## config.mk

```make
export PLATFORM = sky130hd
export DESIGN_NAME = duplicate_serial_window_filter_unit_flat
export DESIGN_NICKNAME = d
export VERILOG_FILES = /design/src/hw/rtl/dswf_pkg.sv /design/src/hw/rtl/dswf_in_if.sv /design/src/hw/rtl/dswf_out_if.sv /design/src/hw/rtl/dswf_check.sv /design/src/hw/rtl/duplicate_serial_window_filter_unit.sv /design/src/flat_wrapper.sv
export SDC_FILE = /design/constraint.sdc
export NUM_CORES = 1
export LEC_CHECK = 0
export ABC_AREA = 1
export CAP_MARGIN = 20
export CORE_MARGIN = 10
export CORE_UTILIZATION = 60
export CTS_BUF_LIST = sky130_fd_sc_hd__clkbuf_4
export DETAILED_ROUTE_END_ITERATION = 12
export DONT_BUFFER_PORTS = 1
export PLACE_DENSITY = 0.82
export SETUP_SLACK_MARGIN = 0.5
export SYNTH_ARGS = -nofsm -noshare
export SYNTH_HDL_FRONTEND = slang
export SYNTH_SLANG_ARGS = --single-unit
```

## constraint.sdc

```tcl
create_clock -name i_clk -period 3.25 [get_ports i_clk]
set_input_delay 0.65 -clock i_clk [delete_from_list [all_inputs] [get_ports i_clk]]
set_output_delay 0.65 -clock i_clk [all_outputs]
set_load 0.1 [all_outputs]
```

## src/hw/rtl/dswf_pkg.sv

```systemverilog
// Package for the duplicate serial window filter.
// Holds status codes and the result struct; no dependencies.
package dswf_pkg;

    localparam int STATUS_BITS = 3;

    localparam logic [STATUS_BITS-1:0] ST_ADVANCED       = 3'd0;
    localparam logic [STATUS_BITS-1:0] ST_NEW_IN_WINDOW  = 3'd1;
    localparam logic [STATUS_BITS-1:0] ST_EQUALS_HIGHEST = 3'd2;
    localparam logic [STATUS_BITS-1:0] ST_SEEN           = 3'd3;
    localparam logic [STATUS_BITS-1:0] ST_TOO_OLD        = 3'd4;

    typedef struct packed {
        logic                   accept;
        logic [STATUS_BITS-1:0] status;
    } t_result;

endpackage

```

## src/hw/rtl/dswf_in_if.sv

```systemverilog
// Request channel carrying one packet serial per request.
// Depends on nothing.
interface dswf_in_if #(
    parameter int SERIAL_BITS = 31
);
    logic                   valid;
    logic                   ready;
    logic [SERIAL_BITS-1:0] serial;

    modport source (output valid, output serial, input ready);
    modport sink   (input valid, input serial, output ready);
endinterface

```

## src/hw/rtl/dswf_out_if.sv

```systemverilog
// Result channel carrying the accept flag and status code.
// Depends on dswf_pkg.
interface dswf_out_if;
    logic                             valid;
    logic                             ready;
    logic                             accept;
    logic [dswf_pkg::STATUS_BITS-1:0] status;

    modport source (output valid, output accept, output status, input ready);
    modport sink   (input valid, input accept, input status, output ready);
endinterface

```

## src/hw/rtl/dswf_check.sv

```systemverilog
// Combinational window decision: classifies a serial against the highest
// serial and seen bitmap and produces the next state. Depends on dswf_pkg.
module dswf_check #(
    parameter int WINDOW_BITS = 8,
    parameter int SERIAL_BITS = 31
) (
    input  logic [SERIAL_BITS-1:0] i_serial,
    input  logic [SERIAL_BITS-1:0] i_highest,
    input  logic [WINDOW_BITS-1:0] i_window,
    output logic [SERIAL_BITS-1:0] o_highest,
    output logic [WINDOW_BITS-1:0] o_window,
    output dswf_pkg::t_result      o_result
);
    localparam int DW = $clog2(WINDOW_BITS + 1);

    logic [SERIAL_BITS-1:0] up_dist;
    logic [SERIAL_BITS-1:0] down_dist;
    logic                   is_above;
    logic                   is_equal;
    logic                   near_up;
    logic                   near_down;
    logic [DW-1:0]          dist_s;
    logic [DW-1:0]          pos;
    logic [WINDOW_BITS-1:0] onehot;
    logic [WINDOW_BITS-1:0] shifted;
    logic                   hit;

    assign up_dist   = i_serial - i_highest;
    assign down_dist = i_highest - i_serial;
    assign is_above  = i_serial > i_highest;
    assign is_equal  = i_serial == i_highest;
    assign near_up   = up_dist <= SERIAL_BITS'(WINDOW_BITS);
    assign near_down = down_dist <= SERIAL_BITS'(WINDOW_BITS);
    assign dist_s    = is_above ? up_dist[DW-1:0] : down_dist[DW-1:0];
    assign pos       = DW'(WINDOW_BITS) - dist_s;
    assign shifted   = i_window >> up_dist[DW-1:0];
    assign hit       = |(i_window & onehot);

    always_comb begin
        for (int i = 0; i < WINDOW_BITS; i++) begin
            onehot[i] = (pos == DW'(i));
        end
    end

    always_comb begin
        o_highest = i_highest;
        o_window  = i_window;
        if (is_above) begin
            o_highest = i_serial;
            o_window  = near_up ? (shifted | onehot) : '0;
            o_result  = '{accept: 1'b1, status: dswf_pkg::ST_ADVANCED};
        end else if (is_equal) begin
            o_result  = '{accept: 1'b0, status: dswf_pkg::ST_EQUALS_HIGHEST};
        end else if (near_down) begin
            if (hit) begin
                o_result = '{accept: 1'b0, status: dswf_pkg::ST_SEEN};
            end else begin
                o_window = i_window | onehot;
                o_result = '{accept: 1'b1, status: dswf_pkg::ST_NEW_IN_WINDOW};
            end
        end else begin
            o_result  = '{accept: 1'b0, status: dswf_pkg::ST_TOO_OLD};
        end
    end
endmodule

```

## src/hw/rtl/duplicate_serial_window_filter_unit.sv

```systemverilog
// Duplicate serial window filter top level: input register, window state,
// result register. Depends on dswf_pkg, dswf_in_if, dswf_out_if, dswf_check.
//
// Usage:
//   i_req carries one packet serial per request; o_rsp returns one result
//   per request: accept (forward the packet) and a status code.
//   A request is taken when valid and ready are high at a rising edge.
//   Path from request to result: input register, then the window check
//   writes the result register and the state together.
//   Throughput: one request per cycle while the receiver takes results;
//   the window check is combinational subtract, compare, shift and bit
//   set, so back-to-back serials see each other's updates.
//   When the receiver stalls, the result register holds and the input
//   register fills; i_req.ready drops only when both are full.
//   Reset (synchronous, active low) empties both registers and clears the
//   highest serial to zero and the seen bitmap to all zeros.
module duplicate_serial_window_filter_unit #(
    parameter int WINDOW_BITS = 8,
    parameter int SERIAL_BITS = 31
) (
    input  logic       i_clk,
    input  logic       i_rst_n,
    dswf_in_if.sink    i_req,
    dswf_out_if.source o_rsp
);
    logic                   r_s1_valid;
    logic [SERIAL_BITS-1:0] r_serial;
    logic                   r_out_valid;
    dswf_pkg::t_result      r_out;
    logic [SERIAL_BITS-1:0] r_highest;
    logic [WINDOW_BITS-1:0] r_window;

    logic [SERIAL_BITS-1:0] n_highest;
    logic [WINDOW_BITS-1:0] n_window;
    dswf_pkg::t_result      n_out;
    logic                   s1_fire;
    logic                   in_fire;

    dswf_check #(
        .WINDOW_BITS (WINDOW_BITS),
        .SERIAL_BITS (SERIAL_BITS)
    ) u_check (
        .i_serial  (r_serial),
        .i_highest (r_highest),
        .i_window  (r_window),
        .o_highest (n_highest),
        .o_window  (n_window),
        .o_result  (n_out)
    );

    assign s1_fire     = r_s1_valid && (!r_out_valid || o_rsp.ready);
    assign i_req.ready = !r_s1_valid || s1_fire;
    assign in_fire     = i_req.valid && i_req.ready;

    assign o_rsp.valid  = r_out_valid;
    assign o_rsp.accept = r_out.accept;
    assign o_rsp.status = r_out.status;

    always_ff @(posedge i_clk) begin
        if (!i_rst_n) begin
            r_s1_valid  <= 1'b0;
            r_out_valid <= 1'b0;
            r_highest   <= '0;
            r_window    <= '0;
        end else begin
            if (in_fire) begin
                r_s1_valid <= 1'b1;
            end else if (s1_fire) begin
                r_s1_valid <= 1'b0;
            end
            if (s1_fire) begin
                r_out_valid <= 1'b1;
                r_highest   <= n_highest;
                r_window    <= n_window;
            end else if (o_rsp.ready) begin
                r_out_valid <= 1'b0;
            end
        end
    end

    always_ff @(posedge i_clk) begin
        if (in_fire) begin
            r_serial <= i_req.serial;
        end
        if (s1_fire) begin
            r_out <= n_out;
        end
    end

    // accept only for the two "new" outcomes
    a_accept_status: assert property (@(posedge i_clk) disable iff (!i_rst_n)
        r_out_valid |-> (r_out.accept == (r_out.status == dswf_pkg::ST_ADVANCED ||
                                          r_out.status == dswf_pkg::ST_NEW_IN_WINDOW)))
        else $error("accept flag disagrees with status");

    a_highest_monotonic: assert property (@(posedge i_clk)
        (i_rst_n && $past(i_rst_n)) |-> (r_highest >= $past(r_highest)))
        else $error("highest serial decreased");

    a_advance_sets_highest: assert property (@(posedge i_clk) disable iff (!i_rst_n)
        (s1_fire && n_out.status == dswf_pkg::ST_ADVANCED) |=> (r_highest == $past(r_serial)))
        else $error("advance did not load highest serial");

    a_drop_keeps_state: assert property (@(posedge i_clk) disable iff (!i_rst_n)
        (s1_fire && !n_out.accept) |=> ($stable(r_window) && $stable(r_highest)))
        else $error("dropped request changed window state");
endmodule
```

## src/flat_wrapper.sv

```systemverilog
// flat-port wrapper written by rule: the top's interface ports become plain ports
module duplicate_serial_window_filter_unit_flat 
#(
    parameter int WINDOW_BITS = 8,
    parameter int SERIAL_BITS = 31
)
  (i_clk, i_rst_n, i_req_valid, i_req_serial, i_req_ready, o_rsp_valid, o_rsp_accept, o_rsp_status, o_rsp_ready);
  dswf_in_if #(.SERIAL_BITS(SERIAL_BITS)) i_req_i ();
  dswf_out_if o_rsp_i ();
  input  logic i_clk;
  input  logic i_rst_n;
  input wire logic [$bits(i_req_i.valid)-1:0] i_req_valid;
  input wire logic [$bits(i_req_i.serial)-1:0] i_req_serial;
  output wire logic [$bits(i_req_i.ready)-1:0] i_req_ready;
  output wire logic [$bits(o_rsp_i.valid)-1:0] o_rsp_valid;
  output wire logic [$bits(o_rsp_i.accept)-1:0] o_rsp_accept;
  output wire logic [$bits(o_rsp_i.status)-1:0] o_rsp_status;
  input wire logic [$bits(o_rsp_i.ready)-1:0] o_rsp_ready;
  assign i_req_i.valid = i_req_valid;
  assign i_req_i.serial = i_req_serial;
  assign i_req_ready = i_req_i.ready;
  assign o_rsp_valid = o_rsp_i.valid;
  assign o_rsp_accept = o_rsp_i.accept;
  assign o_rsp_status = o_rsp_i.status;
  assign o_rsp_i.ready = o_rsp_ready;
  duplicate_serial_window_filter_unit #(.WINDOW_BITS(WINDOW_BITS), .SERIAL_BITS(SERIAL_BITS)) u_core (.i_clk(i_clk), .i_rst_n(i_rst_n), .i_req(i_req_i), .o_rsp(o_rsp_i));
endmodule
```

==> run_results.csv, run 1 <==
group,metric,value,unit
route,wl_per_cell,18.4,um
synth,synth_sequential_area_ratio,0.254,
floorplan,effective_utilization_at_floorplan,0.614,
placed_design,inst_count_dp,1304,
timing,final_sum_of_negative_setup_slack,0,ns
timing,min_period_over_period,0.929,
clock_network,cts_num_sinks,76,
grt,global_route_wire_length_before_repair,37000,um
worst_setup_path,timing.reg2reg.setup_slack,0.23,ns
floorplan,placementRows,40,
worst_setup_path,timing.critical_path.cells,"ha_4 -> nand2_1 -> nor2_4 -> nand2_1 -> nor4_4 -> nand2_4 -> nand2_8 -> nand2_4 -> nand2_4 -> inv_2 -> nand4_1 -> inv_1 -> nand2_1 -> nand2_1 -> nor2_2 -> nand2_2 -> nand2_4 -> nand3_4 -> nand2_1 -> a21oi_1",
worst_setup_path,crit_required,3.61,ns
finish,area_growth,26.5,%
synth,netlist_instances,1147,
timing,max_slew_violation_total_from_the_final_report,0,
finish,n_fill_cell,882,
synth,synth_compound_gate_area_share,0.165,
timing,worst_pin_slew,0.926,ns
placed_design,placement.io_buffers,0,
job,timing.max_cap.violations,0,
timing,finClkSkew,0.0237,ns
synth,ys_warn_count,0,
worst_setup_path,critical-path-slowest-cell,"sky130_fd_sc_hd__edfxtp_1",
worst_setup_path,category_of_the_worst_setup_path_capture_point,"register",
timing,hold_violations,0,
finish,seqCellArea,1890,um2
worst_setup_path,cpMostUsedCell,"sky130_fd_sc_hd__nand2_1",
grt,vias_in_the_first_global_route,7433,
route,final_antenna_net_count,0,
worst_setup_path,criticalPathCategory,"register to register",
finish,fin_cells,1368,
clock_network,clk_transition_reported_paths,0.14,ns
route,detail_route.drc_violations,0,
clock_network,cts_tree,"yes",
synth,netlist_area,7380,um2
route,vias_per_cell,5.89,
clock_network,ctsHtreeMaxLevel,3,
worst_setup_path,critPathArrivalTime,3.38,ns
run_status,outcome,"finished clean",
synth,post_synth_num_cell_types,41,
synth,synthSimpleGateAreaFrac,0.325,
floorplan,die-width,131,um
floorplan,floorplan.die.height,131,um
synth,postSynthAreaPerCell,6.43,um2
power_and_ir_drop,power.leakage,0.00446,uW
finish,layout-drive-gt1-share,0.252,
finish,final_net_count,1312,
finish,finalCoreUtilization,0.777,
finish,multi_input_area,5650,um2
timing,timing.fmax,0.331,GHz
grt,global_route_total_usage_across_every_layer,0.273,
timing,setup_viol,0,
timing,period_minus_slack,3.02,ns
clock_network,cts-root-buf,"sky130_fd_sc_hd__clkbuf_4",
worst_setup_path,worstPathMaxFanout,8,
route,drt_pre_antenna_iters,8,
synth,largest_family_of_logic_cells_by_synthesized_area,"simple AND/OR/NAND/NOR gates",
floorplan,top_level_pins,41,
route,drt_first_iter_violations,859,
route,vias,8059,
synth,yosys.area_share.adder,0.109,
worst_setup_path,worst_setup_path_start_kind,"register",
synth,synth_xor_xnor_area_share,0.0309,
floorplan,dieArea,17100,um2
timing,setup_repair_after_global_routing_missed_its_margin,"yes",
synth,syn_nets,1245,
grt,initial_antenna_violation_count,1,
clock_network,worst_skew_pair.late_latency,0.48,ns
clock_network,cts-root-to-sink-buffers,2,
worst_hold_path,timing.hold.worst.class,"input port to register",
synth,synth.area.mux_share,0,
floorplan,core,12000,um2
clock_network,cts_inserted_buffers,9,
route,wl,25100,um
synth,seq_cells_post_synth,76,
grt,grt_max_degree,63,
placed_design,gp_routability_congestion,0.985,
power_and_ir_drop,pwr_density_cell,387,nW/um2
placed_design,place.detailed.hpwl,17600,um
timing,max_slew_margin,0.384,
power_and_ir_drop,vdd_drop_max,0.310,mV
grt,overflow,0,
worst_setup_path,critPathMaxStageDelay,0.45,ns
[placed cells by master (no fill, tap or decap), types with 4 or more instances in the layout]
cell type and instances:
sky130_fd_sc_hd__nor2_4 19, sky130_fd_sc_hd__o21bai_1 7, sky130_fd_sc_hd__xnor2_1 4, sky130_fd_sc_hd__nand3_2 10, sky130_fd_sc_hd__nor2_2 20, sky130_fd_sc_hd__buf_4 71, sky130_fd_sc_hd__nand2_4 21, sky130_fd_sc_hd__nor2_1 52
sky130_fd_sc_hd__xor2_1 21, sky130_fd_sc_hd__dfxtp_2 14, sky130_fd_sc_hd__nand2_2 34, sky130_fd_sc_hd__a21oi_1 95, sky130_fd_sc_hd__nand2_1 277, sky130_fd_sc_hd__buf_12 6, sky130_fd_sc_hd__ha_1 30, sky130_fd_sc_hd__nand3_1 51
sky130_fd_sc_hd__edfxtp_1 35, sky130_fd_sc_hd__o21ai_1 10, sky130_fd_sc_hd__o21ai_0 64, sky130_fd_sc_hd__inv_2 11, sky130_fd_sc_hd__o211ai_1 8, sky130_fd_sc_hd__inv_1 180, sky130_fd_sc_hd__clkbuf_4 10, sky130_fd_sc_hd__a21oi_4 8
sky130_fd_sc_hd__nand4_1 35, sky130_fd_sc_hd__a21oi_2 18, sky130_fd_sc_hd__ha_4 29, sky130_fd_sc_hd__dfxtp_1 27
[per-layer routing]
layer  up-vias  GRT usage  part of all wire
met5         -          0                 0
met2       379      0.467              0.48
met3        88     0.0463             0.069
met4         0     0.0955             0.038
li1       3840          -                 -
met1      3752      0.339              0.41
[metrics by stage]
step,setup WS [ns],instance area [um2],total power (uW),hold WS [ns]
2_1_floorplan,0.528,7380,2110,0.441
5_1_grt,0.0660,9330,3800,0.253
6_report,0.230,9330,3620,0.257
3_5_place_dp,0.0359,7740,2480,0.458
3_3_place_gp,0.0552,7740,2470,0.457
4_1_cts,0.372,8500,3320,0.239
[layout make-up]
type | instances | area share
clock buffer | 10 | 0.00804
tap | 147 | 0.0197
sequential | 76 | 0.202
antenna | 2 | 0.000536
clock inverter | 6 | 0.00938
timing repair buffer | 81 | 0.0767
multi-input combinational | 852 | 0.605
inverter | 194 | 0.0783
[flip-flops by register name (all words and copies together) (netlist names)]
| register | cells |
|---|---|
| u_core.o_rsp.accept | 1 |
| u_core.o_rsp.status | 3 |
| u_core.o_rsp.valid | 1 |
| u_core.r_highest | 31 |
| u_core.r_s1_valid | 1 |
| u_core.r_serial | 31 |
| u_core.r_window | 8 |
[logic make-up after synthesis]
group / count (synthesis)
xor gates and xnor gates: 26
adders and majority gates: 63
and+or+nand+nor: 535
DFF: 76
buffers and inverters: 221
AOI/OAI and AO/OA: 226
[where the power goes]
part           leakage (uW)  switching, uW  internal (uW)
logic               0.00370           1120            667
registers          0.000681           73.1           1070
clock network     0.0000807            371            320
[repair_timing]
action                                  4_1_cts  5_1_grt
pin swaps                                    19       72
gates cloned                                  2        1
hold buffers                                  0        0
endpoints found under the setup margin       12       43
setup buffers                                10       33
resized for setup                           106      132
[worst max-delay path: cells and delay by family (launching register included)]
kind | cells | cell delay [ns]
AO/OA/AOI/OAI | 1 | 0.05
adder cells (fa/ha/maj) | 1 | 0.34
buffers and inverters | 2 | 0.11
flip-flops | 1 | 0.45
AND/OR/NAND/NOR | 16 | 1.97
[worst paths after layout]
kind                      startpoint            endpoint  cells past startpoint
setup / recovery  u_core.r_serial[5]  u_core.r_window[1]                     20
hold / removal       i_req_serial[0]  u_core.r_serial[0]                      0
setup reg to reg  u_core.r_serial[5]  u_core.r_window[1]                     20
hold reg to reg   u_core.r_window[1]  u_core.r_window[1]                      2
[synth_stat cells, drive strengths merged]
master,n,share of area
clkbuf,12,0.0061
inv,192,0.098
o21ai,78,0.053
a21oi,121,0.084
edfxtp,35,0.14
nand2,333,0.18
nor3,5,0.0049
nor2,91,0.055
buf,15,0.013
o211ai,8,0.0081
clkinv,2,0.0010
a21o,3,0.0031
nor4,2,0.0046
and2,1,0.00085
xor2,21,0.025
o2111ai,1,0.0012
ha,61,0.10
o21bai,11,0.011
a22oi,1,0.0010
fa,2,0.0054
nand4,35,0.030
o21a,3,0.0031
dfxtp,41,0.11
nand3b,1,0.0010
xnor2,5,0.0059
nand3,64,0.045
or2,3,0.0025
No activity file was read; power rests on OpenSTA's default activity.
==> run 2: changes to the inputs <==
- CORE_ASPECT_RATIO: not set -> 0.8
==> run 2 against run 1 <==
Effect of this change: sequential power barely moved; largest power group unchanged; register-to-register slack gained 0.05 ns; fmax grew 1.5%; first-iteration DRC count fell by 13%; worst setup slack better by 0.046 ns; clock power down 10%; combinational power shrank 3%; non-clock buffer count is 10 lower; utilization is 2.4 points lower.
==> run_results.csv, run 2 (synthesis gave the netlist of run 1 again) <==
group,metric,value,unit
placed_design,postPlaceCellArea,7660,um2
worst_setup_path,critical_path.reg2reg.startpoint,"u_core.r_serial[26]",
timing,max_slew_violation_total_from_the_final_report,0,
finish,layout-drive-gt1-share,0.233,
worst_setup_path,worst_setup_path_start_kind,"register",
timing,max_slew_margin,0.391,
worst_hold_path,timing.hold.worst.class,"input port to register",
grt,global_route_total_usage_across_every_layer,0.261,
worst_setup_path,critPathArrivalTime,3.25,ns
grt,overflow,0,
placed_design,placement.io_buffers,0,
floorplan,dieArea,17200,um2
power_and_ir_drop,internal_power_of_the_cells,1960,uW
clock_network,cts_num_sinks,76,
grt,grt_max_degree,41,
timing,min_period_over_period,0.915,
placed_design,dpl_worst_slack,0.156,ns
clock_network,cts_hold_buffers,0,
floorplan,core,12100,um2
timing,timing.fmax,0.336,GHz
clock_network,ctsHtreeMaxLevel,3,
worst_hold_path,worst_hold_startpoint,"i_req_serial[6]",
route,drt_pre_antenna_iters,6,
clock_network,worst_skew_pair.late_latency,0.50,ns
route,vias_per_cell,5.79,
finish,final_cell_mix,"sky130_fd_sc_hd__nand2_1, sky130_fd_sc_hd__inv_1, sky130_fd_sc_hd__a21oi_1",
floorplan,die-width,144,um
finish,final_area,9120,um2
finish,final_net_count,1300,
power_and_ir_drop,power_switching_share,0.437,
grt,initial_antenna_violation_count,0,
placed_design,place.detailed.hpwl,17300,um
clock_network,clk_transition_reported_paths,0.14,ns
timing,hold_violations,0,
finish,area_growth,23.6,%
route,wl_per_cell,17.1,um
power_and_ir_drop,power.switching,1520,uW
timing,worst_pin_slew,0.916,ns
floorplan,placementRows,36,
route,route.met2.wl,10500,um
timing,period_minus_slack,2.97,ns
timing,setup_viol,0,
timing,final_sum_of_negative_setup_slack,0,ns
power_and_ir_drop,vdd_drop_max,0.325,mV
route,wl,23200,um
route,route.top_layer_used,"met4",
route,drt_first_iter_violations,747,
worst_setup_path,crit_required,3.52,ns
timing,worst_slack,0.276,ns
worst_setup_path,worstPathMaxFanout,6,
clock_network,cts_tree,"yes",
floorplan,effective_utilization_at_floorplan,0.609,
route,detailroute.wirelength.met3,1880,um
placed_design,gp_routability_congestion,1.04,
route,vias,7872,
power_and_ir_drop,power.leakage,0.00439,uW
finish,layout.cells.most_common,"sky130_fd_sc_hd__nand2_1",
power_and_ir_drop,p_comb_frac,0.494,
grt,global_route_wire_length_before_repair,36100,um
clock_network,cts_inserted_buffers,9,
job,timing.max_cap.violations,0,
worst_setup_path,category_of_the_worst_setup_path_capture_point,"register",
power_and_ir_drop,fin_total_pwr,3480,uW
route,final_antenna_net_count,0,
power_and_ir_drop,share_clk_of_total_power,0.179,
finish,fin_cells,1360,
route,detail_route.drc_violations,0,
timing,finClkSkew,0.0335,ns
timing,setup_repair_after_global_routing_missed_its_margin,"yes",
floorplan,top_level_pins,41,
clock_network,cts-root-to-sink-buffers,2,
route,met1Wirelength,10300,um
run_status,outcome,"finished clean",
grt,vias_in_the_first_global_route,7348,
power_and_ir_drop,seq_power_share,0.327,
finish,reg.largest.list,"u_core.r_highest: 31 flops, u_core.r_serial: 31 flops, u_core.r_window: 8 flops",
power_and_ir_drop,pwr_density_cell,381,nW/um2
placed_design,inst_count_dp,1300,
clock_network,cts-root-buf,"sky130_fd_sc_hd__clkbuf_4",
worst_setup_path,criticalPathCategory,"register to register",
floorplan,floorplan.die.height,119,um
worst_setup_path,worst_setup_path_startpoint,"u_core.r_serial[26]",
-- run 2: changes by cell type in the layout (fill, tap and decap cells not counted), moves of 6 or more --
| cell | change |
|---|---|
| sky130_fd_sc_hd__buf_4 | -11 |
| sky130_fd_sc_hd__buf_6 | +7 |
| sky130_fd_sc_hd__dfxtp_1 | +7 |
| sky130_fd_sc_hd__dfxtp_2 | -7 |
| sky130_fd_sc_hd__nand2_1 | +6 |
-- run 2: power by group through the flow --
| stage | combinational (uW) | sequential (uW) | clock, uW |
|---|---|---|---|
| global placement | 1290 | 1140 | 0 |
| detailed placement | 1290 | 1150 | 0 |
| global route | 1860 | 1150 | 662 |
| CTS | 1520 | 1130 | 629 |
| finish | 1720 | 1140 | 621 |
| floorplan | 964 | 1140 | 0 |
-- run 2: routing by layer --
| metal | global-route usage | up-vias |
|---|---|---|
| met4 | 0.0803 | 0 |
| met5 | 0 | - |
| met3 | 0.0425 | 75 |
| met1 | 0.354 | 3598 |
| li1 | - | 3821 |
| met2 | 0.414 | 378 |
-- run 2: final timing paths --
check / depth (start not counted) / endpoint / slack, ns
setup / recovery: 19 / u_core.o_rsp.accept / 0.28
hold / removal: 0 / u_core.r_serial[6] / 0.24
setup reg to reg: 19 / u_core.o_rsp.accept / 0.28
hold reg to reg: 2 / u_core.r_window[1] / 0.47
-- run 2: what timing repair did --
| item | 4_1_cts | 5_1_grt |
|---|---|---|
| pin swaps | 61 | 73 |
| resized for setup | 134 | 92 |
| setup endpoints to repair | 32 | 40 |
| buffers inserted | 24 | 19 |
-- run 2: critical path, stage by stage (launching register included) --
cell and delay, ns:
sky130_fd_sc_hd__edfxtp_1 0.48, sky130_fd_sc_hd__ha_4 0.36, sky130_fd_sc_hd__nand2_4 0.07, sky130_fd_sc_hd__nor2_4 0.20, sky130_fd_sc_hd__nand2_4 0.09, sky130_fd_sc_hd__nor4_4 0.26, sky130_fd_sc_hd__nand2_4 0.14, sky130_fd_sc_hd__nand2_8 0.12
sky130_fd_sc_hd__nand2_1 0.09, sky130_fd_sc_hd__nand2_2 0.13, sky130_fd_sc_hd__nand4_1 0.12, sky130_fd_sc_hd__inv_1 0.10, sky130_fd_sc_hd__nand2_1 0.05, sky130_fd_sc_hd__nand2_1 0.06, sky130_fd_sc_hd__nor2_1 0.04, sky130_fd_sc_hd__nand2_1 0.10
sky130_fd_sc_hd__nand2_4 0.09, sky130_fd_sc_hd__buf_4 0.14, sky130_fd_sc_hd__nand2_1 0.05, sky130_fd_sc_hd__nor2_1 0.04
-- run 2: area by class of cell --
| type | instances | area, um2 |
|---|---|---|
| antenna | 1 | 2.50 |
| timing repair buffer | 71 | 592 |
| clock buffer | 11 | 82.6 |
| tap | 152 | 190 |
| inverter | 194 | 731 |
| sequential | 76 | 1880 |
| clock inverter | 5 | 61.3 |
| fill | 944 | 3000 |
| multi-input combinational | 850 | 5580 |
-- run 2: metrics by stage --
stage	utilization	hold slack, ns
final	0.753	0.235
after global routing	0.752	0.234
after CTS	0.712	0.223
after detailed placement	0.633	0.461
after global placement	0.633	0.453
after floorplan	-	0.441
